$ cat src/design/bit_field_stream_buffer_assert.svh
// assertion macros for the bit field stream buffer
`ifndef BIT_FIELD_STREAM_BUFFER_ASSERT_SVH
`define BIT_FIELD_STREAM_BUFFER_ASSERT_SVH

`ifndef ASSERT_OFF
`define BFSB_ASSERT_IMPLIES(lbl, clk, rst_n, ante, cons, msg) \
    lbl: assert property (@(posedge clk) disable iff (!rst_n) (ante) |-> (cons)) \
        else $error(msg);
`define BFSB_ASSERT_NEXT(lbl, clk, rst_n, ante, cons, msg) \
    lbl: assert property (@(posedge clk) disable iff (!rst_n) (ante) |=> (cons)) \
        else $error(msg);
`else
`define BFSB_ASSERT_IMPLIES(lbl, clk, rst_n, ante, cons, msg)
`define BFSB_ASSERT_NEXT(lbl, clk, rst_n, ante, cons, msg)
`endif

`endif

$ cat src/design/bfsb_pkg.sv
package bfsb_pkg;

    localparam int unsigned BUFFER_WORDS_DEF = 1024;
    localparam int unsigned WORD_W           = 32;
    localparam logic [15:0] SIZE_RESET       = 16'h8000;
    localparam logic [15:0] CUR_MAX          = 16'hFFFF;
    localparam int unsigned APB_AW           = 3;

    // register select is paddr[2]
    localparam logic REG_SIZE_BITS = 1'b0;

    localparam logic [2:0] OP_WR_U = 3'd0;
    localparam logic [2:0] OP_WR_S = 3'd1;
    localparam logic [2:0] OP_RD_U = 3'd2;
    localparam logic [2:0] OP_RD_S = 3'd3;
    localparam logic [2:0] OP_SEEK = 3'd4;

    typedef struct packed {
        logic [2:0]  operation;
        logic [31:0] value;
        logic [5:0]  width;
    } t_in_item;

    typedef struct packed {
        logic [31:0] read_data;
        logic        overflowed;
        logic [15:0] cursor;
    } t_out_item;

    typedef struct packed {
        logic        rd;
        logic        wr;
        logic [15:0] pos;
        logic [5:0]  len;
        logic [5:0]  low_len;
        logic [4:0]  ext_len;
        logic        sign_ok;
        logic [31:0] data;
        logic [15:0] cursor;
        logic        ovf;
    } t_plan;

    typedef struct packed {
        logic        we;
        logic [31:0] data;
    } t_bank_wr;

    function automatic logic [31:0] f_mask(input logic [5:0] n);
        logic [31:0] m;
        m = (n >= 6'd32) ? 32'hFFFF_FFFF : ((32'h1 << n[4:0]) - 32'h1);
        return m;
    endfunction

endpackage

$ cat src/design/bfsb_plan.sv
module bfsb_plan import bfsb_pkg::*; (
    input  t_in_item    i_item,
    input  logic [15:0] i_cursor,
    input  logic        i_ovf,
    input  logic [15:0] i_lim,
    output t_plan       o_plan
);

    logic [5:0]  w;
    logic [4:0]  u;
    logic [5:0]  fw;
    logic [16:0] end1;
    logic        fit1;
    logic        is_signed;
    logic        is_rd;
    logic        is_wr;
    logic        short_rd;
    logic        ovf_n;
    logic [31:0] pattern;

    always_comb begin
        w         = (i_item.width > 6'd32) ? 6'd32 : i_item.width;
        u         = (w == 6'd0) ? 5'd0 : 5'(w - 6'd1);
        is_signed = (i_item.operation == OP_WR_S) || (i_item.operation == OP_RD_S);
        is_rd     = (i_item.operation == OP_RD_U) || (i_item.operation == OP_RD_S);
        is_wr     = (i_item.operation == OP_WR_U) || (i_item.operation == OP_WR_S);
        fw        = is_signed ? {1'b0, u} : w;
        end1      = {1'b0, i_cursor} + {11'b0, fw};
        fit1      = end1 <= {1'b0, i_lim};
        // byte read with fewer than eight bits left: no overflow, unless a signed read has no bit left
        short_rd  = is_rd && (fw == 6'd8) && (i_cursor <= i_lim) && !fit1;
        ovf_n     = i_ovf;

        // signed fields carry the sign bit right above the low part
        pattern = i_item.value & f_mask(fw);
        if (is_signed) begin
            pattern = pattern | ({31'b0, i_item.value[31]} << fw[4:0]);
        end

        o_plan         = '0;
        o_plan.rd      = is_rd;
        o_plan.pos     = i_cursor;
        o_plan.low_len = fw;
        o_plan.ext_len = u;
        o_plan.cursor  = i_cursor;
        o_plan.ovf     = i_ovf;

        if (i_item.operation == OP_SEEK) begin
            o_plan.cursor = (i_item.value < {16'b0, i_lim}) ? i_item.value[15:0] : i_lim;
            o_plan.ovf    = 1'b0;
        end else if (is_rd || is_wr) begin
            priority if (short_rd) begin
                if (is_signed) begin
                    // sign bit read at the cursor itself
                    ovf_n          = i_ovf || (i_cursor >= i_lim);
                    o_plan.ovf     = ovf_n;
                    o_plan.sign_ok = !ovf_n;
                    o_plan.low_len = 6'd0;
                    o_plan.len     = {5'b0, !ovf_n};
                    o_plan.cursor  = i_cursor + {15'b0, !ovf_n};
                end
            end else if (!fit1) begin
                o_plan.ovf    = 1'b1;
                o_plan.cursor = i_lim;
            end else begin
                o_plan.wr = is_wr;
                if (is_signed) begin
                    ovf_n          = i_ovf || (end1 >= {1'b0, i_lim});
                    o_plan.ovf     = ovf_n;
                    o_plan.sign_ok = !ovf_n;
                    o_plan.len     = fw + {5'b0, !ovf_n};
                    o_plan.cursor  = end1[15:0] + {15'b0, !ovf_n};
                end else begin
                    o_plan.len    = fw;
                    o_plan.cursor = end1[15:0];
                end
            end
        end

        o_plan.data = pattern & f_mask(o_plan.len);
    end

endmodule

$ cat config.mk
export PLATFORM = sky130hd
export DESIGN_NAME = bfsb_plan
export DESIGN_NICKNAME = d
export VERILOG_FILES = /design/src/design/bit_field_stream_buffer_assert.svh /design/src/design/bfsb_pkg.sv /design/src/design/bfsb_plan.sv
export SDC_FILE = /design/constraint.sdc
export NUM_CORES = 1
export LEC_CHECK = 0
export BUFFER_PORTS_ARGS = -buffer_cell sky130_fd_sc_hd__buf_2
export CAP_MARGIN = 20
export CORE_MARGIN = 2
export CORE_UTILIZATION = 25
export DETAILED_ROUTE_END_ITERATION = 12
export PLACE_DENSITY = 0.45
export RECOVER_POWER = 100
export SYNTH_ARGS = -nofsm -noshare
export SYNTH_HDL_FRONTEND = slang
export SYNTH_SLANG_ARGS = --single-unit
export TNS_END_PERCENT = 1
$ cat constraint.sdc
create_clock -name vclk -period 11.1
set_input_delay 1.665 -clock vclk [all_inputs]
set_output_delay 1.665 -clock vclk [all_outputs]
set_load 0.02 [all_outputs]
**Yosys cells after proc, flatten, opt, wreduce, memory -nomap -nowiden**

Cells that the tools add are included.

- Bits of input ports: 74
- Logic and storage cells: 71
- Output and inout port bits: 85
- Register bits: 0

- Magnitude comparators: 8
- Add/subtract/negate cells: 7
- Equal/unequal tests: 5
- Muxes and demuxes: 31
- Shift operators: 3
- Reduce and logical (&&, ||, !) cells: 14
- Bitwise logic cells: 3

Operators by type and width:

| kind | count |
|---|---|
| $mux W32 | 3 |
| $mux W17 | 5 |
| $and A32 B32 Y32 | 2 |
| $shl A1 B5 Y32 const A | 2 |
| $sub A32 B1 Y32 const B | 2 |
| $mux W6 | 6 |
| $add A16 B1 Y16 | 2 |
| $lt A32 B16 Y1 | 1 |
| $mux W16 | 2 |
| $or A32 B32 Y32 | 1 |
| $shl A1 B5 Y32 | 1 |
| $mux W12 | 2 |
| $add A16 B6 Y17 | 1 |
| $ge A17 B16 Y1 | 1 |
| $le A17 B16 Y1 | 1 |
| $ge A16 B16 Y1 | 1 |
| $le A16 B16 Y1 | 1 |
| $ge A6 B6 Y1 const B | 2 |
| $mux W1 | 11 |
| $mux W7 | 1 |
| $add A6 B1 Y6 | 1 |
| $eq A3 B2 Y1 const B | 2 |
| $eq A6 B4 Y1 const B | 1 |
| $gt A6 B6 Y1 const B | 1 |
| other kinds (9) | 18 |

**Logic depth before layout (Yosys ltp)**

Gate-level depths: netlist of the first run.

- Word-level depth: 19
- Gate-level depth with buffers: 38
- Depth with buffers taken out: 34

**Worst setup path after synthesis of the first run**

No wires, ideal clock.

- Path kind: input-to-output
- Start point: input port i_item[5] (netlist bit)
- End point: output port o_plan[39] (netlist bit)
- Required time: 9435 ps
- Cell stages on the path: 38
- Slack: 44 ps
- Path buffers: 5
- Data arrival time: 9391 ps
- Cell sequence: buf_1 nor2b_1 inv_1 ha_1 or4b_4 nand4_1 and2_1 clkbuf_1 inv_1 clkbuf_1 ha_1 nor2b_1 o31ai_1 a21o_1 nor2_1 xor2_1 ha_1 nand4_1 (+2 left out) a21oi_1 o21ai_0 a2111oi_0 ha_1 ha_1 buf_4 nand2_1 nor3_1 a21oi_1 a21o_1 o21ai_0 nand2_1 ha_1 clkbuf_1 o31ai_1 a21o_1 a2111oi_0 a221oi_1

RTL lines:

| what | RTL line | source |
|---|---|---|
| start: declaration | bfsb_plan.sv:2 | `input t_in_item i_item,` |
| end: declaration | bfsb_plan.sv:6 | `output t_plan o_plan` |

==> results of run 1 <==
[critical path, delay by kind of cell]
family / cells / cell delay, ns
compound gates: 13 / 2.84
xor+xnor: 1 / 0.17
fa+ha+maj: 5 / 1.25
buf+inv: 6 / 0.96
mux: 1 / 0.20
simple gates: 9 / 2.01
[final cells by class]
cell class / instances / area share [%]
timing repair buffer: 212 / 15.64
multi-input combinational: 815 / 76.36
inverter: 45 / 2.411
tap: 313 / 5.589
[stage by stage]
step / utilization [%] / instance area (um2) / hold WS, ns / instances / setup TNS [ns]
6_report: 30.76 / 7007 / 3.668 / 1385 / 0
5_1_grt: 30.76 / 7007 / 3.678 / 1385 / 0
4_1_cts: 30.96 / 7053 / 3.654 / 1381 / 0
3_5_place_dp: 30.94 / 7048 / 3.653 / 1381 / -0.01760
3_3_place_gp: 30.94 / 7048 / 3.654 / 1381 / 0
2_1_floorplan: - / 5831 / 3.410 / 929 / 0
[worst max-delay path by stage]
stage,to
after detailed placement,o_plan[39]
after CTS,o_plan[47]
after floorplan,o_plan[39]
after global routing,o_plan[47]
after global placement,o_plan[47]
final,o_plan[47]
[cells in the mapped netlist (all sizes together), types with 4 or more instances]
master | n | share of area (%)
a2111oi | 5 | 0.86
a211o | 5 | 0.75
a211oi | 15 | 2.1
a21boi | 6 | 0.77
a21o | 11 | 1.4
a21oi | 78 | 6.7
a221oi | 7 | 1.1
a22oi | 23 | 3.0
a31oi | 15 | 2.0
a32oi | 6 | 0.90
and2 | 12 | 1.3
and3 | 17 | 1.8
and4 | 4 | 0.60
buf | 35 | 3.9
clkbuf | 34 | 2.2
ha | 63 | 14
inv | 42 | 2.7
mux2i | 12 | 2.1
nand2 | 107 | 7.0
nand2b | 7 | 0.75
nand3 | 30 | 2.6
nand3b | 7 | 0.90
nand4 | 19 | 2.0
nor2 | 90 | 5.8
nor2b | 11 | 1.2
nor3 | 34 | 3.1
nor3b | 4 | 0.60
nor4 | 17 | 1.9
o211ai | 17 | 2.2
o21a | 6 | 0.77
o21ai | 72 | 6.2
o22ai | 6 | 0.64
o311ai | 4 | 0.60
o31a | 4 | 0.60
o31ai | 9 | 1.2
or3 | 6 | 0.73
or4 | 4 | 0.52
xnor2 | 28 | 4.2
xor2 | 11 | 1.7
[cells by family (layout without fill, tap and decap cells)]
logic type               count (synthesis)  count (layout)  share of synthesized area, %
AO/OA/AOI/OAI                          321             321                         36.89
XOR/XNOR                                39              39                         5.858
adder cells (fa/ha/maj)                 64              64                         13.86
buffers and inverters                  114             257                         8.948
multiplexers                            12              12                         2.060
AND/OR/NAND/NOR                        379             379                         32.38
[power by group]
| part | internal (mW) | total [mW] | switching [mW] |
|---|---|---|---|
| clock | 0 | 0 | 0 |
| combinational | 0.146 | 0.433 | 0.288 |
| sequential | 0 | 0 | 0 |
[layer usage]
metal  routed length (um)  up-vias  GRT usage (%)
li1                     -     3767              -
met1                13680     3760          33.15
met2                13890      401          40.43
met3                 2458       42          1.966
met4                  678        0          5.242
met5                    0        -              0
[timing repair]
action                                  CTS  global route
gates cloned                              0             0
hold endpoints to repair                  0             0
gates resized for setup                   1            14
setup buffers                             0             4
pin swaps                                 0             2
endpoints found under the setup margin    1            18
==> impl_results.md, run 1 <==
- Max-Cap Viols: 0
- Total wire length: 30.71 mm
- Area Growth Syn to Fin: 20.17%
- Multi-input gate area: 5350 um2
- First-pass GRT wire length: 46.05 mm
- Yosys cell types: 86
- Setup violators final: 0
- N_diodes: 0
- YS warnings: 0
- Total GRT Usage: 23.98%
- Final Max Slew Viols: 0
- Largest net degree at the start of global routing: 33
- DP Worst Slack: -0.01760 ns
- FF+latch count: 0
- Crit-path most repeated cell: ha_1
- Pre-antenna DRT Iters: 5
- Total power: 0.4334 mW
- Row count: 55
- Startpoint Class: input port
- Initial antenna violation count: 0
- Gpl congestion: 1.038
- Ports: 159
- Input/output buffers: 159
- Hold Path Stages: 2
- Slew margin rel.: 13.58%
- Max incr delay on CP: 0.50 ns
- Worst Hold Launch: i_cursor[2]
- Commonest non-fill, non-tap cell in the layout: nand2_1
- Hold Fails Final Rpt: 0
- Min-Delay Endpoint: o_plan[69]
- Crit Path Class: input port to output pin
- Max FO, Critical Path: 10
- Via count: 7970
- Fillcell total: 2661
- Share of cells above drive strength 1: 16.88%
- FMAX: 0.09300 GHz
- Final ANT Viol Nets: 0
- Worst VDD drop: 0.00001753 V
- # clk buffers: 0
- Worst setup margin: 0.3469 ns
- Synthesized cell area: 5831 um2
- Crit. Startpoint: i_item[0]
- Slew of the pin with the lowest slew margin: 1.286 ns
- Nets: 1212
- Setup crit end kind: output pin
- Post-DR wirelength/cell: 22.17 um
- Core Area: 22780 um2
- Starting Density: 25.60%
- RSZ-0062 raised after global routing: no
- Post-layout min period: 10.75 ns
- Status: complete, no violations
- PD cells: 61.86 nW/um2
- Hold buffer count at cts: 0
- Sequential fraction of the synthesis area: 0%
- Vias in the first global route: 7550
- FF+latch area: 0 um2
- Critical path data required time: 9.44 ns
- Leak: 2.844 nW
- Cells after synthesis: 929
- GRT overflow: 0
- Die ar.: 24560 um2
- Most frequent cells in the layout: nand2_1 (105), buf_2 (96), nor2_1 (89)
- Critical Path AT: 9.09 ns
- Mean post-synth cell area: 6.276 um2
- Hold WC Path Type: input port to output pin
- 1st-iter DRT viols: 785
- DP Wirelength: 24.86 mm
- DR vias/cell: 5.755
- DIE HEIGHT: 156.7 um
- Tcrit/Tclk final: 96.87%
- DRC violation count after routing: 0
- Syn_nets: 1067
- Slowest library cell on the worst path: or4_1
- Die width: 156.7 um
No activity file was read; power rests on OpenSTA's default activity.
==> inputs of run 2 (changes only) <==
ABC_AREA = 1   (was not set)
CORE_ASPECT_RATIO = 0.9   (was not set)
PLACE_DENSITY = not set   (was 0.45)
==> run 2 against run 1 <==
Cell count grew 13%. Hold slack lost 0.035 ns. Power shrank 5.9%. Sequential share of layout area is the same. Core utilization shrank 1.6 points. Via count grew 2.7%. Maximum frequency grew 3.5%. Combinational power shrank 5.8%. Worst setup slack gained 0.36 ns. Non-clock buffer count shrank 45.
==> impl_results.md, run 2 <==
- Status: complete, no violations
- 1st-iter DRT viols: 820 (+4.5%)
- DR vias/cell: 5.225 (-9.2%)
- Placed cell count: 1567 (+13%)
- Syn_nets: 1277 (+20%)
- Crit Path Class: input port to output pin
- Hold Fails Final Rpt: 0 (unchanged)
- FF+latch area: 0 um2 (unchanged)
- Tcrit/Tclk final: 93.61% (-3.3 points)
- Hold WC Path Type: input port to output pin
- Top-area cell type share of the netlist area: 17.62% (+4.1 points)
- Starting Density: 25.47% (-0.13 points)
- Final ANT Viol Nets: 0 (unchanged)
- Setup crit end kind: output pin
- Critical Path AT: 8.73 ns (-0.36 ns)
- Synthesized cell area: 6177 um2 (+5.9%)
- Startpoint Class: input port
- DRC violation count after routing: 0 (unchanged)
- Placed instance area: 7139 um2 (+1.3%)
- Gpl congestion: 0.9709 (-6.5%)
- Commonest non-fill, non-tap cell in the layout: nand2_1
- Max FO, Critical Path: 11 (+1)
- Row count: 54 (-1.8%)
- Core Area: 24260 um2 (+6.5%)
- Ports: 159 (unchanged)
- Mean post-synth cell area: 5.423 um2 (-14%)
- Slowest library cell on the worst path: nor2_1
- Most frequent cells in the layout: nand2_1 (290), inv_1 (136), nor2_1 (124)
- Sequential fraction of the synthesis area: 0% (unchanged)
- Setup crit end: o_plan[45]
- FMAX: 0.09624 GHz (+3.5%)
- FF+latch count: 0 (unchanged)
- Post-DR wirelength/cell: 17.62 um (-21%)
- Fillcell total: 2806 (+5.4%)
- Die width: 169.7 um (+8.3%)
- Area Growth Syn to Fin: 14.32%
- Multi-input gate area: 5296 um2 (-1.0%)
- Initial antenna violation count: 0 (unchanged)
- Synth area leaders: nand2_1 (18%), ha_1 (13%), inv_1 (8.3%)
- DIE HEIGHT: 153.1 um (-2.3%)
- Input/output buffers: 159 (unchanged)
- First-pass GRT wire length: 42.55 mm (-7.6%)
- # clk buffers: 0 (unchanged)
- Hold buffer count at cts: 0 (unchanged)
- Largest net degree at the start of global routing: 28 (-15%)
- Max-Cap Viols: 0 (unchanged)
- Final std cells w/o fill: 1567 (+13%)
- Synth area leader: nand2_1
- Post-layout min period: 10.39 ns (-0.3619 ns)
- Share of cells above drive strength 1: 16.28% (-0.60 points)
- Total power: 0.4078 mW (-5.9%)
- Cells after synthesis: 1139 (+23%)
- Post-synth top cells: nand2_1 (290), inv_1 (136), nor2_1 (122)
- YS warnings: 0 (unchanged)
- Max incr delay on CP: 0.51 ns (about the same)
- N_diodes: 0 (unchanged)
- Crit-path most repeated cell: nand2_1
- Vias in the first global route: 7608 (+0.77%)
- Critical path data required time: 9.44 ns (about the same)
- GRT overflow: 0 (unchanged)
- Setup violators final: 0 (unchanged)
- Yosys cell types: 54 (-37%)
- WHS: 3.633 ns (-0.03515 ns)
- Nets: 1399 (+15%)
- Final Max Slew Viols: 0 (unchanged)
- Setup tns final: 0 ns (unchanged)
- DP Wirelength: 23.50 mm (-5.5%)
- Total GRT Usage: 20.78% (-3.2 points)
- RSZ-0062 raised after global routing: no
- Slew margin rel.: 17.43% (+3.9 points)
- Leak: 3.763 nW (+32%)
- Die ar.: 25980 um2 (+5.8%)
- Fin area: 7062 um2 (+0.79%)
- Most common cell in the netlist: nand2_1
- PD cells: 57.74 nW/um2 (-6.7%)
- Crit. Startpoint: i_item[2]
- Pre-antenna DRT Iters: 7 (+2)
- Slew of the pin with the lowest slew margin: 1.234 ns (-0.05245 ns)
- Worst VDD drop: 0.00002368 V (+35%)
- Via count: 8187 (+2.7%)
- Total wire length: 27.62 mm (-10%)
==> run 2: cell count changes after synthesis, sizes merged, moves of 12 or more <==
cell    before  now
nand2      107  313
inv         42  156
nor2        90  149
nand3       30   78
xnor2       28    8
xor2        11   31
and3        17    0
clkbuf      34   19
a211oi      15    1
nor3        34   21
mux2i       12    0
==> run 2: power breakdown <==
part | total [mW] | switching (mW) | leakage (nW) | internal (mW)
Combinational | 0.408 | 0.281 | 3.76 | 0.126
Clock | 0 | 0 | 0 | 0
Sequential | 0 | 0 | 0 | 0
==> run 2: worst min path at each step <==
stage | start | to | slack (ns) | cells after the start
3_5_place_dp | i_cursor[4] | o_plan[71] | 3.62 | 2
5_1_grt | i_cursor[4] | o_plan[71] | 3.65 | 2
4_1_cts | i_cursor[4] | o_plan[71] | 3.62 | 2
3_3_place_gp | i_cursor[4] | o_plan[71] | 3.63 | 2
2_1_floorplan | i_item[39] | o_plan[83] | 3.41 | 1
6_report | i_cursor[4] | o_plan[71] | 3.63 | 2
==> run 2: final cells by class <==
cell class / instances / share of cell area (%)
multi-input combinational: 935 / 75.00
tap: 308 / 5.457
timing repair buffer: 167 / 11.13
inverter: 157 / 8.416
==> run 2: per-stage QoR <==
stage	util (%)	setup slack, ns
2_1_floorplan	-	1.535
3_3_place_gp	29.43	0.9972
3_5_place_dp	29.43	0.8083
4_1_cts	29.43	0.7731
6_report	29.11	0.7088
5_1_grt	29.11	0.01216
==> run 2: per-layer routing <==
layer	vias up	part of all wire [%]	global-route usage, %
li1	4026	-	-
met1	3663	45	29.18
met2	430	42	31.91
met3	68	8.9	3.133
met4	0	4.3	7.814
met5	-	0	0
==> run 2: timing repair <==
| action | in CTS | in global routing |
|---|---|---|
| buffers inserted | 0 | 0 |
| resized for setup | 0 | 1 |
| endpoints found under the setup margin | 0 | 5 |
==> run 2: critical path: cells and delay by family <==
kind,cells,cell delay (ns)
and+or+nand+nor,39,4.67
adders and majority gates,5,1.27
xor gates and xnor gates,1,0.16
AOI/OAI and AO/OA,2,0.42
buffers and inverters,5,0.50
==> run 2: kinds of logic after synthesis <==
family | count (synthesis) | share of synthesized area, %
XOR/XNOR | 39 | 5.530
buffers and inverters | 204 | 14.22
adder cells (fa/ha/maj) | 64 | 13.08
AND/OR/NAND/NOR | 607 | 45.64
AO/OA/AOI/OAI | 225 | 21.53
==> inputs of run 3 (changes only) <==
RECOVER_POWER = 25   (was 100)
==> run 3 against run 2 <==
Core utilization is 0.21 points higher. Sequential share of layout area did not move. Hold slack improved by 0.0010 ns. Critical endpoint is now o_plan[29]. Highest routed layer unchanged. Power is 0.95% higher. Critical path type unchanged.
==> impl_results.md, run 3 (synthesis gave the netlist of run 2 again) <==
- Status: complete, no violations
- Vias in the first global route: 7608 (unchanged)
- Crit-path most repeated cell: nand2_1
- Delay-heaviest family, CP: simple AND/OR/NAND/NOR gates
- Hold Fails Final Rpt: 0 (unchanged)
- N_diodes: 0 (unchanged)
- Share of cells above drive strength 1: 18.90% (+2.6 points)
- Post-cts resize count: 0 (unchanged)
- Hold WC Path Type: input port to output pin
- Max FO, Critical Path: 15 (+4)
- Post-layout min period: 10.36 ns (-0.03481 ns)
- DP Worst Slack: 0.8083 ns (unchanged)
- Final core occ: 29.32% (+0.21 points)
- Total GRT Usage: 20.78% (unchanged)
- RSZ-0062 raised after global routing: no
- DP Wirelength: 23.50 mm (unchanged)
- First-pass GRT wire length: 42.55 mm (unchanged)
- Ports: 159 (unchanged)
- Via count: 8200 (+0.16%)
- Area Growth Syn to Fin: 15.13%
- Slew margin rel.: 17.32% (-0.11 points)
- 1st-iter DRT viols: 832 (+1.5%)
- Worst setup margin: 0.7436 ns (+0.03481 ns)
- Nets: 1399 (unchanged)
- Leak: 3.874 nW (+3.0%)
- Starting Density: 25.47% (unchanged)
- Critical Path AT: 8.69 ns (-0.04 ns)
- Setup tns final: 0 ns (unchanged)
- FF+latch area: 0 um2 (unchanged)
- Slew of the pin with the lowest slew margin: 1.240 ns (+0.006208 ns)
- Total wire length: 27.69 mm (+0.26%)
- Min-Delay Endpoint: o_plan[71]
- FF+latch count: 0 (unchanged)
- Die width: 169.7 um (unchanged)
- Row count: 54 (unchanged)
- Critical path data required time: 9.44 ns (about the same)
- Pre-antenna DRT Iters: 7 (unchanged)
- Largest net degree at the start of global routing: 28 (unchanged)
- Total power: 0.4116 mW (+0.95%)
- Worst VDD drop: 0.00002616 V (+10%)
- Commonest non-fill, non-tap cell in the layout: nand2_1
- DRC violation count after routing: 0 (unchanged)
- DR vias/cell: 5.233 (+0.16%)
- Post-DR wirelength/cell: 17.67 um (+0.26%)
- Tcrit/Tclk final: 93.30% (-0.31 points)
- Initial antenna violation count: 0 (unchanged)
- Startpoint Class: input port
- Max incr delay on CP: 0.43 ns (-0.08 ns)
- Most frequent cells in the layout: nand2_1 (290), buf_2 (140), inv_1 (136)
- Final Max Slew Viols: 0 (unchanged)
- Max-Cap Viols: 0 (unchanged)
- FMAX: 0.09656 GHz (+0.34%)
- Input/output buffers: 159 (unchanged)
- Final ANT Viol Nets: 0 (unchanged)
- Setup crit end kind: output pin
- # clk buffers: 0 (unchanged)
- GRT overflow: 0 (unchanged)
- Die ar.: 25980 um2 (unchanged)
- Post-CTS Setup Bufs: 0 (unchanged)
- Worst Hold Launch: i_cursor[4]
- Crit path buf inv count: 6 (+1)
- Slowest library cell on the worst path: ha_1
- Hold buffer count at cts: 0 (unchanged)
- PD cells: 57.88 nW/um2 (+0.24%)
- Setup violators final: 0 (unchanged)
- DIE HEIGHT: 153.1 um (unchanged)
- Core Area: 24260 um2 (unchanged)
- Hold Path Stages: 2 (unchanged)
- Crit Path Class: input port to output pin
- Gpl congestion: 0.9709 (unchanged)
[run 3: layout make-up]
cell class / instances / area (um2)
Timing Repair Buffer: 167 / 828.3
Tap cell: 308 / 385.4
Inverter: 157 / 594.3
Fill cell: 2790 / 17140
Multi-Input combinational cell: 935 / 5304
[run 3: per-stage QoR]
stage	instance area, um2	hold WS, ns	std cells
after floorplan	6177	3.410	1139
after global placement	7139	3.625	1567
after detailed placement	7139	3.622	1567
after CTS	7139	3.622	1567
after global routing	7112	3.646	1567
final	7112	3.634	1567
[run 3: where the power goes]
group          internal [mW]  switching [mW]
sequential                 0               0
clock                      0               0
combinational          0.130           0.282
[run 3: worst max path at each step]
| stage | slack [ns] | depth (start not counted) | startpoint | endpoint |
|---|---|---|---|---|
| after floorplan | 1.53 | 54 | i_item[2] | o_plan[29] |
| final | 0.74 | 51 | i_item[2] | o_plan[29] |
| after global placement | 1.0 | 53 | i_item[2] | o_plan[37] |
| after detailed placement | 0.81 | 53 | i_item[2] | o_plan[37] |
| after global routing | 0.02 | 53 | i_item[2] | o_plan[35] |
| after CTS | 0.77 | 53 | i_item[2] | o_plan[37] |
[run 3: layer usage]
layer / up-vias / global-route usage [%] / wire (um)
met5: - / 0 / 0
met4: 0 / 7.814 / 1184
met3: 59 / 3.133 / 2412
met2: 441 / 31.91 / 11480
met1: 3683 / 29.18 / 12610
li1: 4017 / - / -
